$ cat src/rtl/core/mct_pkg.sv
// Package with the item types, codes and constants of the compare-match timer.
package mct_pkg;

    localparam int NUM_TIMERS_DEF = 8;
    localparam int MAX_CH         = 8;

    localparam logic [1:0] OP_TICK  = 2'd0;
    localparam logic [1:0] OP_READ  = 2'd1;
    localparam logic [1:0] OP_WRITE = 2'd2;

    localparam logic [4:0] ADDR_CTRL    = 5'd0;
    localparam logic [4:0] ADDR_STATUS  = 5'd1;
    localparam logic [4:0] ADDR_INIT    = 5'd2;
    localparam logic [4:0] ADDR_NOW_SEC = 5'd3;
    localparam logic [4:0] ADDR_NOW_US  = 5'd4;
    localparam logic [4:0] ADDR_TRIG_LO = 5'd8;
    localparam logic [4:0] ADDR_TRIG_HI = 5'd23;

    localparam int ACTIVE_SHIFT = 16;
    localparam int IE_SHIFT     = 24;
    localparam int FLAG_SHIFT   = 24;

    localparam logic [19:0] MICROS_MAX   = 20'd999999;
    localparam logic [31:0] MICROS_MAX32 = 32'd999999;

    typedef struct packed {
        logic [1:0]  op;
        logic [4:0]  addr;
        logic [31:0] wdata;
    } t_in_item;

    typedef struct packed {
        logic [31:0] rdata;
        logic        irq;
    } t_out_item;

endpackage

$ cat src/rtl/core/mct_compare.sv
// Parallel comparators: which active channels have a trigger time below the clock.
module mct_compare #(
    parameter int NUM_TIMERS = mct_pkg::NUM_TIMERS_DEF
) (
    input  logic [31:0]           i_now_sec,
    input  logic [19:0]           i_now_us,
    input  logic [31:0]           i_trig_sec [NUM_TIMERS],
    input  logic [19:0]           i_trig_us  [NUM_TIMERS],
    input  logic [NUM_TIMERS-1:0] i_active,
    output logic [NUM_TIMERS-1:0] o_fire
);

    always_comb begin
        for (int ch = 0; ch < NUM_TIMERS; ch++) begin
            o_fire[ch] = i_active[ch] &&
                         ((i_now_sec > i_trig_sec[ch]) ||
                          (i_now_sec == i_trig_sec[ch] && i_now_us > i_trig_us[ch]));
        end
    end

endmodule

$ cat src/rtl/core/mct_regs.sv
// Register file and clock state of the timer; executes one item per enabled cycle.
module mct_regs #(
    parameter int NUM_TIMERS = mct_pkg::NUM_TIMERS_DEF
) (
    input  logic              i_clk,
    input  logic              i_rst_n,
    input  logic              i_exec,
    input  mct_pkg::t_in_item i_item,
    output mct_pkg::t_out_item o_result
);

    logic [31:0] r_ctrl, n_ctrl;
    logic [7:0]  r_flags, n_flags;
    logic [31:0] r_init, n_init;
    logic [31:0] r_now_sec, n_now_sec;
    logic [19:0] r_now_us, n_now_us;
    logic [19:0] r_latch_us, n_latch_us;
    logic        r_running, n_running;
    logic [31:0] r_trig_sec [NUM_TIMERS];
    logic [19:0] r_trig_us  [NUM_TIMERS];

    logic [31:0]           tick_sec;
    logic [19:0]           tick_us;
    logic [NUM_TIMERS-1:0] fire;
    logic [4:0]            trig_off;
    logic [2:0]            trig_ch;
    logic                  trig_wr;
    logic [19:0]           clamped_us;
    logic [31:0]           rdata;

    // Clock value after one microsecond; only used by ticks.
    assign tick_us  = (r_now_us == mct_pkg::MICROS_MAX) ? 20'd0 : r_now_us + 20'd1;
    assign tick_sec = (r_now_us == mct_pkg::MICROS_MAX) ? r_now_sec + 32'd1 : r_now_sec;

    assign trig_off   = i_item.addr - mct_pkg::ADDR_TRIG_LO;
    assign trig_ch    = trig_off[3:1];
    assign trig_wr    = i_exec && i_item.op == mct_pkg::OP_WRITE &&
                        i_item.addr >= mct_pkg::ADDR_TRIG_LO &&
                        i_item.addr <= mct_pkg::ADDR_TRIG_HI;
    assign clamped_us = (i_item.wdata > mct_pkg::MICROS_MAX32) ? mct_pkg::MICROS_MAX
                                                                 : i_item.wdata[19:0];

    mct_compare #(
        .NUM_TIMERS (NUM_TIMERS)
    ) u_compare (
        .i_now_sec  (tick_sec),
        .i_now_us   (tick_us),
        .i_trig_sec (r_trig_sec),
        .i_trig_us  (r_trig_us),
        .i_active   (r_ctrl[mct_pkg::ACTIVE_SHIFT +: NUM_TIMERS]),
        .o_fire     (fire)
    );

    always_comb begin
        n_ctrl     = r_ctrl;
        n_flags    = r_flags;
        n_init     = r_init;
        n_now_sec  = r_now_sec;
        n_now_us   = r_now_us;
        n_latch_us = r_latch_us;
        n_running  = r_running;
        rdata      = 32'd0;
        case (i_item.op)
            mct_pkg::OP_TICK: begin
                if (r_running) begin
                    n_now_us  = tick_us;
                    n_now_sec = tick_sec;
                    n_ctrl[mct_pkg::ACTIVE_SHIFT +: NUM_TIMERS] =
                        r_ctrl[mct_pkg::ACTIVE_SHIFT +: NUM_TIMERS] & ~fire;
                    n_flags = r_flags | 8'(fire);
                end
            end
            mct_pkg::OP_READ: begin
                unique case (i_item.addr) inside
                    mct_pkg::ADDR_CTRL:    rdata = r_ctrl;
                    mct_pkg::ADDR_STATUS:  rdata = {r_flags, 24'd0};
                    mct_pkg::ADDR_INIT:    rdata = r_init;
                    mct_pkg::ADDR_NOW_SEC: begin
                        rdata      = r_now_sec;
                        n_latch_us = r_now_us;
                    end
                    mct_pkg::ADDR_NOW_US:  rdata = 32'(r_latch_us);
                    [mct_pkg::ADDR_TRIG_LO:mct_pkg::ADDR_TRIG_HI]: begin
                        for (int ch = 0; ch < NUM_TIMERS; ch++) begin
                            if (trig_ch == 3'(ch)) begin
                                rdata = i_item.addr[0] ? 32'(r_trig_us[ch]) : r_trig_sec[ch];
                            end
                        end
                    end
                    default: rdata = 32'd0;
                endcase
            end
            mct_pkg::OP_WRITE: begin
                unique case (i_item.addr)
                    mct_pkg::ADDR_CTRL: begin
                        // Start loads the clock and is never stored.
                        if (i_item.wdata[0]) begin
                            n_running = 1'b1;
                            n_now_sec = r_init;
                            n_now_us  = 20'd0;
                        end
                        n_ctrl = {i_item.wdata[31:1], 1'b0};
                    end
                    mct_pkg::ADDR_STATUS: n_flags = r_flags & ~i_item.wdata[31:mct_pkg::FLAG_SHIFT];
                    mct_pkg::ADDR_INIT:   n_init  = i_item.wdata;
                    default: ;
                endcase
            end
            default: ;
        endcase
    end

    always_ff @(posedge i_clk) begin
        if (!i_rst_n) begin
            r_ctrl     <= 32'd0;
            r_flags    <= 8'd0;
            r_init     <= 32'd0;
            r_now_sec  <= 32'd0;
            r_now_us   <= 20'd0;
            r_latch_us <= 20'd0;
            r_running  <= 1'b0;
        end else if (i_exec) begin
            r_ctrl     <= n_ctrl;
            r_flags    <= n_flags;
            r_init     <= n_init;
            r_now_sec  <= n_now_sec;
            r_now_us   <= n_now_us;
            r_latch_us <= n_latch_us;
            r_running  <= n_running;
        end
    end

    always_ff @(posedge i_clk) begin
        if (!i_rst_n) begin
            for (int ch = 0; ch < NUM_TIMERS; ch++) begin
                r_trig_sec[ch] <= 32'd0;
                r_trig_us[ch]  <= 20'd0;
            end
        end else if (trig_wr) begin
            for (int ch = 0; ch < NUM_TIMERS; ch++) begin
                if (trig_ch == 3'(ch)) begin
                    if (i_item.addr[0]) begin
                        r_trig_us[ch] <= clamped_us;
                    end else begin
                        r_trig_sec[ch] <= i_item.wdata;
                    end
                end
            end
        end
    end

    assign o_result.rdata = rdata;
    assign o_result.irq   = |(n_flags & n_ctrl[mct_pkg::IE_SHIFT +: 8]);

endmodule

$ cat src/rtl/core/multi_compare_timer_peripheral_top.sv
// Top level of the eight-channel compare-match timer with its item pipeline.
//
// Input channel: i_in_valid / o_in_stall carry one item (op, addr, wdata):
// a microsecond tick, a bus read or a bus write. Output channel:
// o_out_valid / i_out_stall carry one result (rdata, irq) per item, in order.
// An item is registered at acceptance and executed against the timer state
// once the output register is free or being emptied, with its result captured
// in the output register, from which the receiver takes it.
// Throughput is one item per cycle while the receiver does not stall: the
// input register refills while the output register is emptied, and a register
// update with eight parallel comparators handles ticks and bus accesses alike.
// When the receiver stalls, the result holds in the output register and one
// more item waits in the input register; only then does o_in_stall rise.
// Reset (i_rst_n low at a clock edge) empties both registers, clears all
// timer registers and stops the clock. irq reflects the state after the item.
module multi_compare_timer_peripheral_top #(
    parameter int NUM_TIMERS = mct_pkg::NUM_TIMERS_DEF
) (
    input  logic               i_clk,
    input  logic               i_rst_n,
    input  logic               i_in_valid,
    output logic               o_in_stall,
    input  mct_pkg::t_in_item  i_in_data,
    output logic               o_out_valid,
    input  logic               i_out_stall,
    output mct_pkg::t_out_item o_out_data
);

    logic               r_in_valid;
    mct_pkg::t_in_item  r_in_data;
    logic               r_out_valid;
    mct_pkg::t_out_item r_out_data;
    mct_pkg::t_out_item result;
    logic               advance;
    logic               in_accept;

    assign advance    = r_in_valid && (!r_out_valid || !i_out_stall);
    assign o_in_stall = r_in_valid && r_out_valid && i_out_stall;
    assign in_accept  = i_in_valid && !o_in_stall;

    mct_regs #(
        .NUM_TIMERS (NUM_TIMERS)
    ) u_regs (
        .i_clk    (i_clk),
        .i_rst_n  (i_rst_n),
        .i_exec   (advance),
        .i_item   (r_in_data),
        .o_result (result)
    );

    always_ff @(posedge i_clk) begin
        if (!i_rst_n) begin
            r_in_valid  <= 1'b0;
            r_out_valid <= 1'b0;
        end else begin
            if (in_accept) begin
                r_in_valid <= 1'b1;
            end else if (advance) begin
                r_in_valid <= 1'b0;
            end
            if (advance) begin
                r_out_valid <= 1'b1;
            end else if (!i_out_stall) begin
                r_out_valid <= 1'b0;
            end
        end
    end

    always_ff @(posedge i_clk) begin
        if (in_accept) begin
            r_in_data <= i_in_data;
        end
        if (advance) begin
            r_out_data <= result;
        end
    end

    assign o_out_valid = r_out_valid;
    assign o_out_data  = r_out_data;

endmodule

$ cat config.mk
export PLATFORM = sky130hd
export DESIGN_NAME = multi_compare_timer_peripheral_top
export DESIGN_NICKNAME = d
export VERILOG_FILES = /design/src/rtl/core/mct_pkg.sv /design/src/rtl/core/mct_compare.sv /design/src/rtl/core/mct_regs.sv /design/src/rtl/core/multi_compare_timer_peripheral_top.sv
export SDC_FILE = /design/constraint.sdc
export NUM_CORES = 2
export LEC_CHECK = 0
export BUFFER_PORTS_ARGS = -buffer_cell sky130_fd_sc_hd__buf_4
export CAP_MARGIN = 20
export CORE_ASPECT_RATIO = 1.5
export CORE_MARGIN = 2
export CORE_UTILIZATION = 55
export CTS_CLUSTER_DIAMETER = 100
export DETAILED_ROUTE_END_ITERATION = 8
export PLACE_DENSITY = 0.71
export SYNTH_ARGS = -nofsm -noshare
export SYNTH_HDL_FRONTEND = slang
export SYNTH_HIERARCHICAL = 1
export SYNTH_SLANG_ARGS = --single-unit
export TNS_END_PERCENT = 10
$ cat constraint.sdc
create_clock -name i_clk -period 10.3 [get_ports i_clk]
set_input_delay 2.06 -clock i_clk [delete_from_list [all_inputs] [get_ports i_clk]]
set_output_delay 2.06 -clock i_clk [all_outputs]
set_load 0.02 [all_outputs]
After elaboration in Yosys (flattened, before gate mapping) --
Index checks and enable logic that the tools add are counted.
Word-level totals: bits in registers 634, input port bits 43, output and inout bits 35, logic and storage cells 190
Operators by class: add/sub/neg operators 3, $lt $le $gt $ge 19, eq/ne operators 26, muxes and demuxes 39, bitwise gates (word level) 7, reduce and logical (&&, ||, !) cells 64
Operators with widths (number):
- $mux 32 | 21
- $eq 32x32->1 | 8
- $gt 32x32->1 | 8
- $pmux 32 s6 | 1
- $gt 20x20->1 | 8
- $mux 20 | 5
- $pmux 32 s2 | 1
- $reduce_and 3->1 | 19
- $pmux 20 s2 | 1
- $add 32x1->32 const B | 1
- $gt 32x20->1 const B | 1
- $mux 8 | 4
- $pmux 8 s2 | 2
- $and 8x8->8 | 3
- $logic_and 1x1->1 | 24
- $add 20x1->20 const B | 1
- $eq 20x20->1 const B | 1
- $not 8->8 | 2
- $eq 3x3->1 const B | 4
- $eq 5x2->1 const B | 2
- $logic_or 1x1->1 | 9
- $or 8x8->8 | 1
- $reduce_and 4->1 | 2
- $reduce_or 8->1 | 1
- other kinds (19) | 28

Logic depth before layout (Yosys ltp) --
depth after elaboration 11, gate-level depth with buffers 19, mapped depth without buffers 17

Cells and area by module --
The synthesis kept the hierarchy.
By module, submodules not included:
- mct_regs | times used 1, cells each 3294, area each 26680.6 um^2, sequential area each 11210.8 um^2
- mct_compare | times used 1, cells each 1448, area each 10408.7 um^2, sequential area each 0.0 um^2
- multi_compare_timer_peripheral_top | times used 1, cells each 80, area each 2245.9 um^2, sequential area each 2202.1 um^2

Worst setup path after synthesis --
Ideal clock, no wire load.
path kind input-to-reg, start input port i_out_stall, end register u_regs/r_trig_sec[129] (netlist name), library setup time 0.132 ns, data arrival time 6.395 ns, data required time 10.168 ns, path slack 3.773 ns, stages on the path 7, buffers on the path 1, cell sequence a21boi_0 -> nand3b_1 -> nor4_1 -> nand3_1 -> clkbuf_1 -> nand2_1 -> a21oi_1
Between the ends: cells in the longest elaborated chain, start to end 7
Ends and longest elaborated chain:
- start, declared | RTL line multi_compare_timer_peripheral_top.sv:25 | input logic i_out_stall,
- $logic_not 1->1
- $logic_or 1x1->1 | RTL line multi_compare_timer_peripheral_top.sv:37 | assign advance = r_in_valid && (!r_out_valid || !i_out_stall);
- $logic_and 1x1->1 | RTL line multi_compare_timer_peripheral_top.sv:37
- $logic_and 1x1->1 (2 in a row) | RTL line mct_regs.sv:37 | assign trig_wr = i_exec && i_item.op == mct_pkg::OP_WRITE &&
- $logic_and 1x1->1 | RTL line mct_regs.sv:38 | i_item.addr >= mct_pkg::ADDR_TRIG_LO &&
- $reduce_and 3->1 (no source line)
- end signal, assigned by index | RTL line mct_regs.sv:145 | r_trig_sec[ch] <= i_item.wdata;
- end, declared | RTL line mct_regs.sv:19 | logic [31:0] r_trig_sec [NUM_TIMERS];
No other way between the ends. A chain may end at the register's enable or synchronous reset.

==> metrics.txt <==
flip-flop and latch count after synthesis=roughly 630; CTS tree=done; total gr overflow=0; Highest Signal Layer=met4; post-synth design cell area=between 0.03 and 0.04 mm^2; # resized after CTS=0; synthesized area per cell=between 8 and 9 um^2; I/O pin cnt=78; met2 routed wirelength=about 70000 um; Inserted Diodes=0; maximum vdd drop=0.151 mV; clock skew=~21 ps; post-synthesis async set-or-reset flop share=0%; Via density=around 6.6; EDFF count, synth=between 70 and 80; count of max-cap constraint violations=0; GRT Util Overall=roughly two fifths; nets@finish=about 5.2k; clock-pin transition on the worst setup and hold timing paths=60 ps; worst setup path category=flip-flop to flip-flop; Root Buffer Master=sky130_fd_sc_hd__clkbuf_16; Post-DP Area=0.0410 mm^2; Horiz. Die Dim=about 220 um; initial antenna violation count=3; portion of the post-synthesis area used by sequential elements=between 30 and 40%; total routed wire length on the met1 layer=approximately 57000 um; layout cells sized above 1=11.7%; power density normalized to cell area=roughly 130 mW/mm^2; syn_nets=between 5k and 6k; buffers inserted by post-CTS timing repair=0; cell row count=120; overall die area=between 0.07 and 0.08 mm^2; vertical die dimension=332 um; number of DRC markers after the initial detailed-route iteration=roughly 4.6k; Clock Sink Count=634; total half-perimeter wirelength after legalization and detailed placement=113000 um; kind of end point of the critical path=flip-flop; result of the run=finished, final reports clean; final slew viol count=0; WP data required=between 10000 and 15000 ps; Post-route DRC=0; share of the clock period used by the worst path=62.5%; synthesized netlist cell count=between 4k and 5k; Distinct cells, synth=86; primary flip-flop cell chosen by synthesis mapping=sky130_fd_sc_hd__dfxtp_1; total leakage power=~16 nW; relative slew slack=a little over a fifth; final period demand of the worst path=around 6400 ps; class of the worst hold path=flip-flop to flip-flop; warning count from the yosys run=6; number of hold-repair buffers added at the cts stage=0; arrival time of data at the critical path endpoint=6820 ps; total number of vias=around 38k; buffers added on ports=77; maximum achievable frequency=~0.16 GHz; buffer levels on the longest clock path=3; global-route wire length before repair=roughly 230000 um; CTS buffer count=66; setup repair after global routing missed its margin=no; clock latency at the later pin of the worst-skew pair=approximately 640 ps; amount of wire on met3 after detailed routing=13500 um; overall power of the completed layout=5.50 mW; via count of the first global-routing pass=about 35k; area delta synth->final=10.0%; setup TNS after final layout=0 ps; total routed wirelength=approximately 160000 um; layout filler cell count=roughly 6.5k; maximum level of the CTS H-tree=3; detailed-route wire length per cell=approximately 27 um; critical path fanouts, max=15; initial cell density of the core=55.3%; final count of negative-setup-slack endpoints=0; number of antenna-violating nets in the routed design=0; Core Box Area=approximately 0.071 mm^2; drt first pass iters=8; final number of hold-violating endpoints=0; category of the worst setup path launch point=flip-flop; largest net degree at the start of global routing=98; placer congestion estimate=slightly above 1; post-route standard cell area excluding fillers=approximately 0.043 mm^2; transition at the pin with the smallest max-transition slack=1170 ps
[final timing paths]
| kind | from | endpoint | slack [ps] | cells after the start |
|---|---|---|---|---|
| setup / recovery | u_regs/r_now_us[0] | o_out_data[0] | 3860 | 16 |
| hold / removal | u_regs/r_ctrl[13] | u_regs/r_ctrl[13] | 460 | 2 |
| setup reg to reg | u_regs/r_now_us[0] | o_out_data[0] | 3860 | 16 |
| hold reg to reg | u_regs/r_ctrl[13] | u_regs/r_ctrl[13] | 460 | 2 |
[registers in the layout, indices dropped and copies added (netlist names)]
signal             flops
u_regs/r_running       1
u_regs/r_init         32
u_regs/r_now_us       20
r_in_data             39
u_regs/r_trig_sec    256
o_out_valid            1
o_out_data            33
u_regs/r_now_sec      32
u_regs/r_ctrl         31
u_regs/r_latch_us     20
u_regs/r_flags         8
r_in_valid             1
u_regs/r_trig_us     160
[through the flow]
stage          setup slack (ps)  std cells  util [%]  hold WS, ps
2_1_floorplan              3770       4822         -          436
3_3_place_gp               4190       5613      57.5          443
3_5_place_dp               4060       5613      57.5          451
4_1_cts                    4020       5734      60.8          459
5_1_grt                    3570       5735      60.8          474
6_report                   3860       5735      60.8          458
[cell type report]
cell class | count | area, um^2 | share of cell area (%)
clock buffers | 97 | 2050 | 4.73
clock inverters | 24 | 270 | 0.624
inverters | 419 | 1580 | 3.65
multi-input cells | 3432 | 23200 | 53.6
flip-flops and latches | 634 | 13400 | 31.0
well taps | 915 | 1140 | 2.65
repair buffers | 214 | 1610 | 3.72
[Yosys cell counts (15+ instances only)]
master                     count  area [um^2]
sky130_fd_sc_hd__a211oi_1     31          233
sky130_fd_sc_hd__a21o_1       63          473
sky130_fd_sc_hd__a21oi_1     561         2810
sky130_fd_sc_hd__a221oi_1     19          166
sky130_fd_sc_hd__a22o_1       15          131
sky130_fd_sc_hd__a22oi_1      68          510
sky130_fd_sc_hd__a31o_2       16          140
sky130_fd_sc_hd__a31oi_1      43          269
sky130_fd_sc_hd__and3_1       19          119
sky130_fd_sc_hd__and4_1       35          307
sky130_fd_sc_hd__buf_2        68          340
sky130_fd_sc_hd__clkbuf_1    253          950
sky130_fd_sc_hd__dfxtp_1     562        11300
sky130_fd_sc_hd__edfxtp_1     72         2160
sky130_fd_sc_hd__ha_1        420         5260
sky130_fd_sc_hd__inv_1       417         1570
sky130_fd_sc_hd__mux2_2       72          811
sky130_fd_sc_hd__mux2i_1     114         1140
sky130_fd_sc_hd__nand2_1     831         3120
sky130_fd_sc_hd__nand2b_1     19          119
sky130_fd_sc_hd__nand3_1     106          531
sky130_fd_sc_hd__nand4_1      93          582
sky130_fd_sc_hd__nor2_1      181          679
sky130_fd_sc_hd__nor2b_1      27          169
sky130_fd_sc_hd__nor3_1       39          195
sky130_fd_sc_hd__nor4_1       26          163
sky130_fd_sc_hd__o211ai_1     47          353
sky130_fd_sc_hd__o21ai_0     136          681
sky130_fd_sc_hd__o221a_2      84          946
sky130_fd_sc_hd__o221ai_1     23          201
sky130_fd_sc_hd__o22ai_1      95          594
sky130_fd_sc_hd__xnor2_1      30          263
sky130_fd_sc_hd__xor2_1       19          166
[routing by layer]
| metal | vias to the layer above | GRT usage [%] |
|---|---|---|
| met3 | 651 | 6.71 |
| met4 | 0 | 36.1 |
| met1 | 17800 | 49.2 |
| met5 | - | 0 |
| met2 | 2207 | 65.1 |
| li1 | 17100 | - |
[layout by cell type, fill, tap and decap left out, types with 23 or more instances in the layout]
master                      instances
sky130_fd_sc_hd__a211oi_1          31
sky130_fd_sc_hd__a21o_1            63
sky130_fd_sc_hd__a21oi_1          561
sky130_fd_sc_hd__a22oi_1           68
sky130_fd_sc_hd__a31oi_1           43
sky130_fd_sc_hd__and4_1            35
sky130_fd_sc_hd__buf_4            212
sky130_fd_sc_hd__clkbuf_16         73
sky130_fd_sc_hd__dfxtp_1          562
sky130_fd_sc_hd__edfxtp_1          72
sky130_fd_sc_hd__ha_1             420
sky130_fd_sc_hd__inv_1            417
sky130_fd_sc_hd__mux2_2            72
sky130_fd_sc_hd__mux2i_1          114
sky130_fd_sc_hd__nand2_1          831
sky130_fd_sc_hd__nand3_1          106
sky130_fd_sc_hd__nand4_1           93
sky130_fd_sc_hd__nor2_1           169
sky130_fd_sc_hd__nor2b_1           25
sky130_fd_sc_hd__nor3_1            35
sky130_fd_sc_hd__nor4_1            24
sky130_fd_sc_hd__o211ai_1          47
sky130_fd_sc_hd__o21ai_0          136
sky130_fd_sc_hd__o221a_2           84
sky130_fd_sc_hd__o221ai_1          23
sky130_fd_sc_hd__o22ai_1           95
sky130_fd_sc_hd__xnor2_1           24
[cells by family after synthesis]
logic type	share of synthesized area [%]
buffers and inverters	7.45
flip-flops	34.1
adder cells (fa/ha/maj)	13.4
AND/OR/NAND/NOR	16.9
multiplexers	5.71
XOR/XNOR	1.09
AO/OA/AOI/OAI	21.4
[power breakdown]
part	switching, mW	total, mW	internal (mW)	leakage (nW)
registers	0.0208	2.54	2.52	5.20
clock network	1.08	2.61	1.53	1.14
logic	0.265	0.354	0.0888	9.98
total	1.36	5.50	4.13	16.3
[worst max-delay path, stage by stage, from the launching register on]
cell and delay (ps):
sky130_fd_sc_hd__dfxtp_1 440, sky130_fd_sc_hd__ha_1 330, sky130_fd_sc_hd__and4_1 340, sky130_fd_sc_hd__nand4_2 280, sky130_fd_sc_hd__or3_1 760, sky130_fd_sc_hd__nor3_2 300, sky130_fd_sc_hd__xor2_1 860, sky130_fd_sc_hd__ha_1 290
sky130_fd_sc_hd__nand4_1 150, sky130_fd_sc_hd__nor4_1 810, sky130_fd_sc_hd__nand3_1 180, sky130_fd_sc_hd__a2111oi_0 330, sky130_fd_sc_hd__a21o_1 200, sky130_fd_sc_hd__a31oi_1 60, sky130_fd_sc_hd__a21oi_1 220, sky130_fd_sc_hd__o22ai_1 110
sky130_fd_sc_hd__or4_1 510
(Power assumes the default switching activity.)
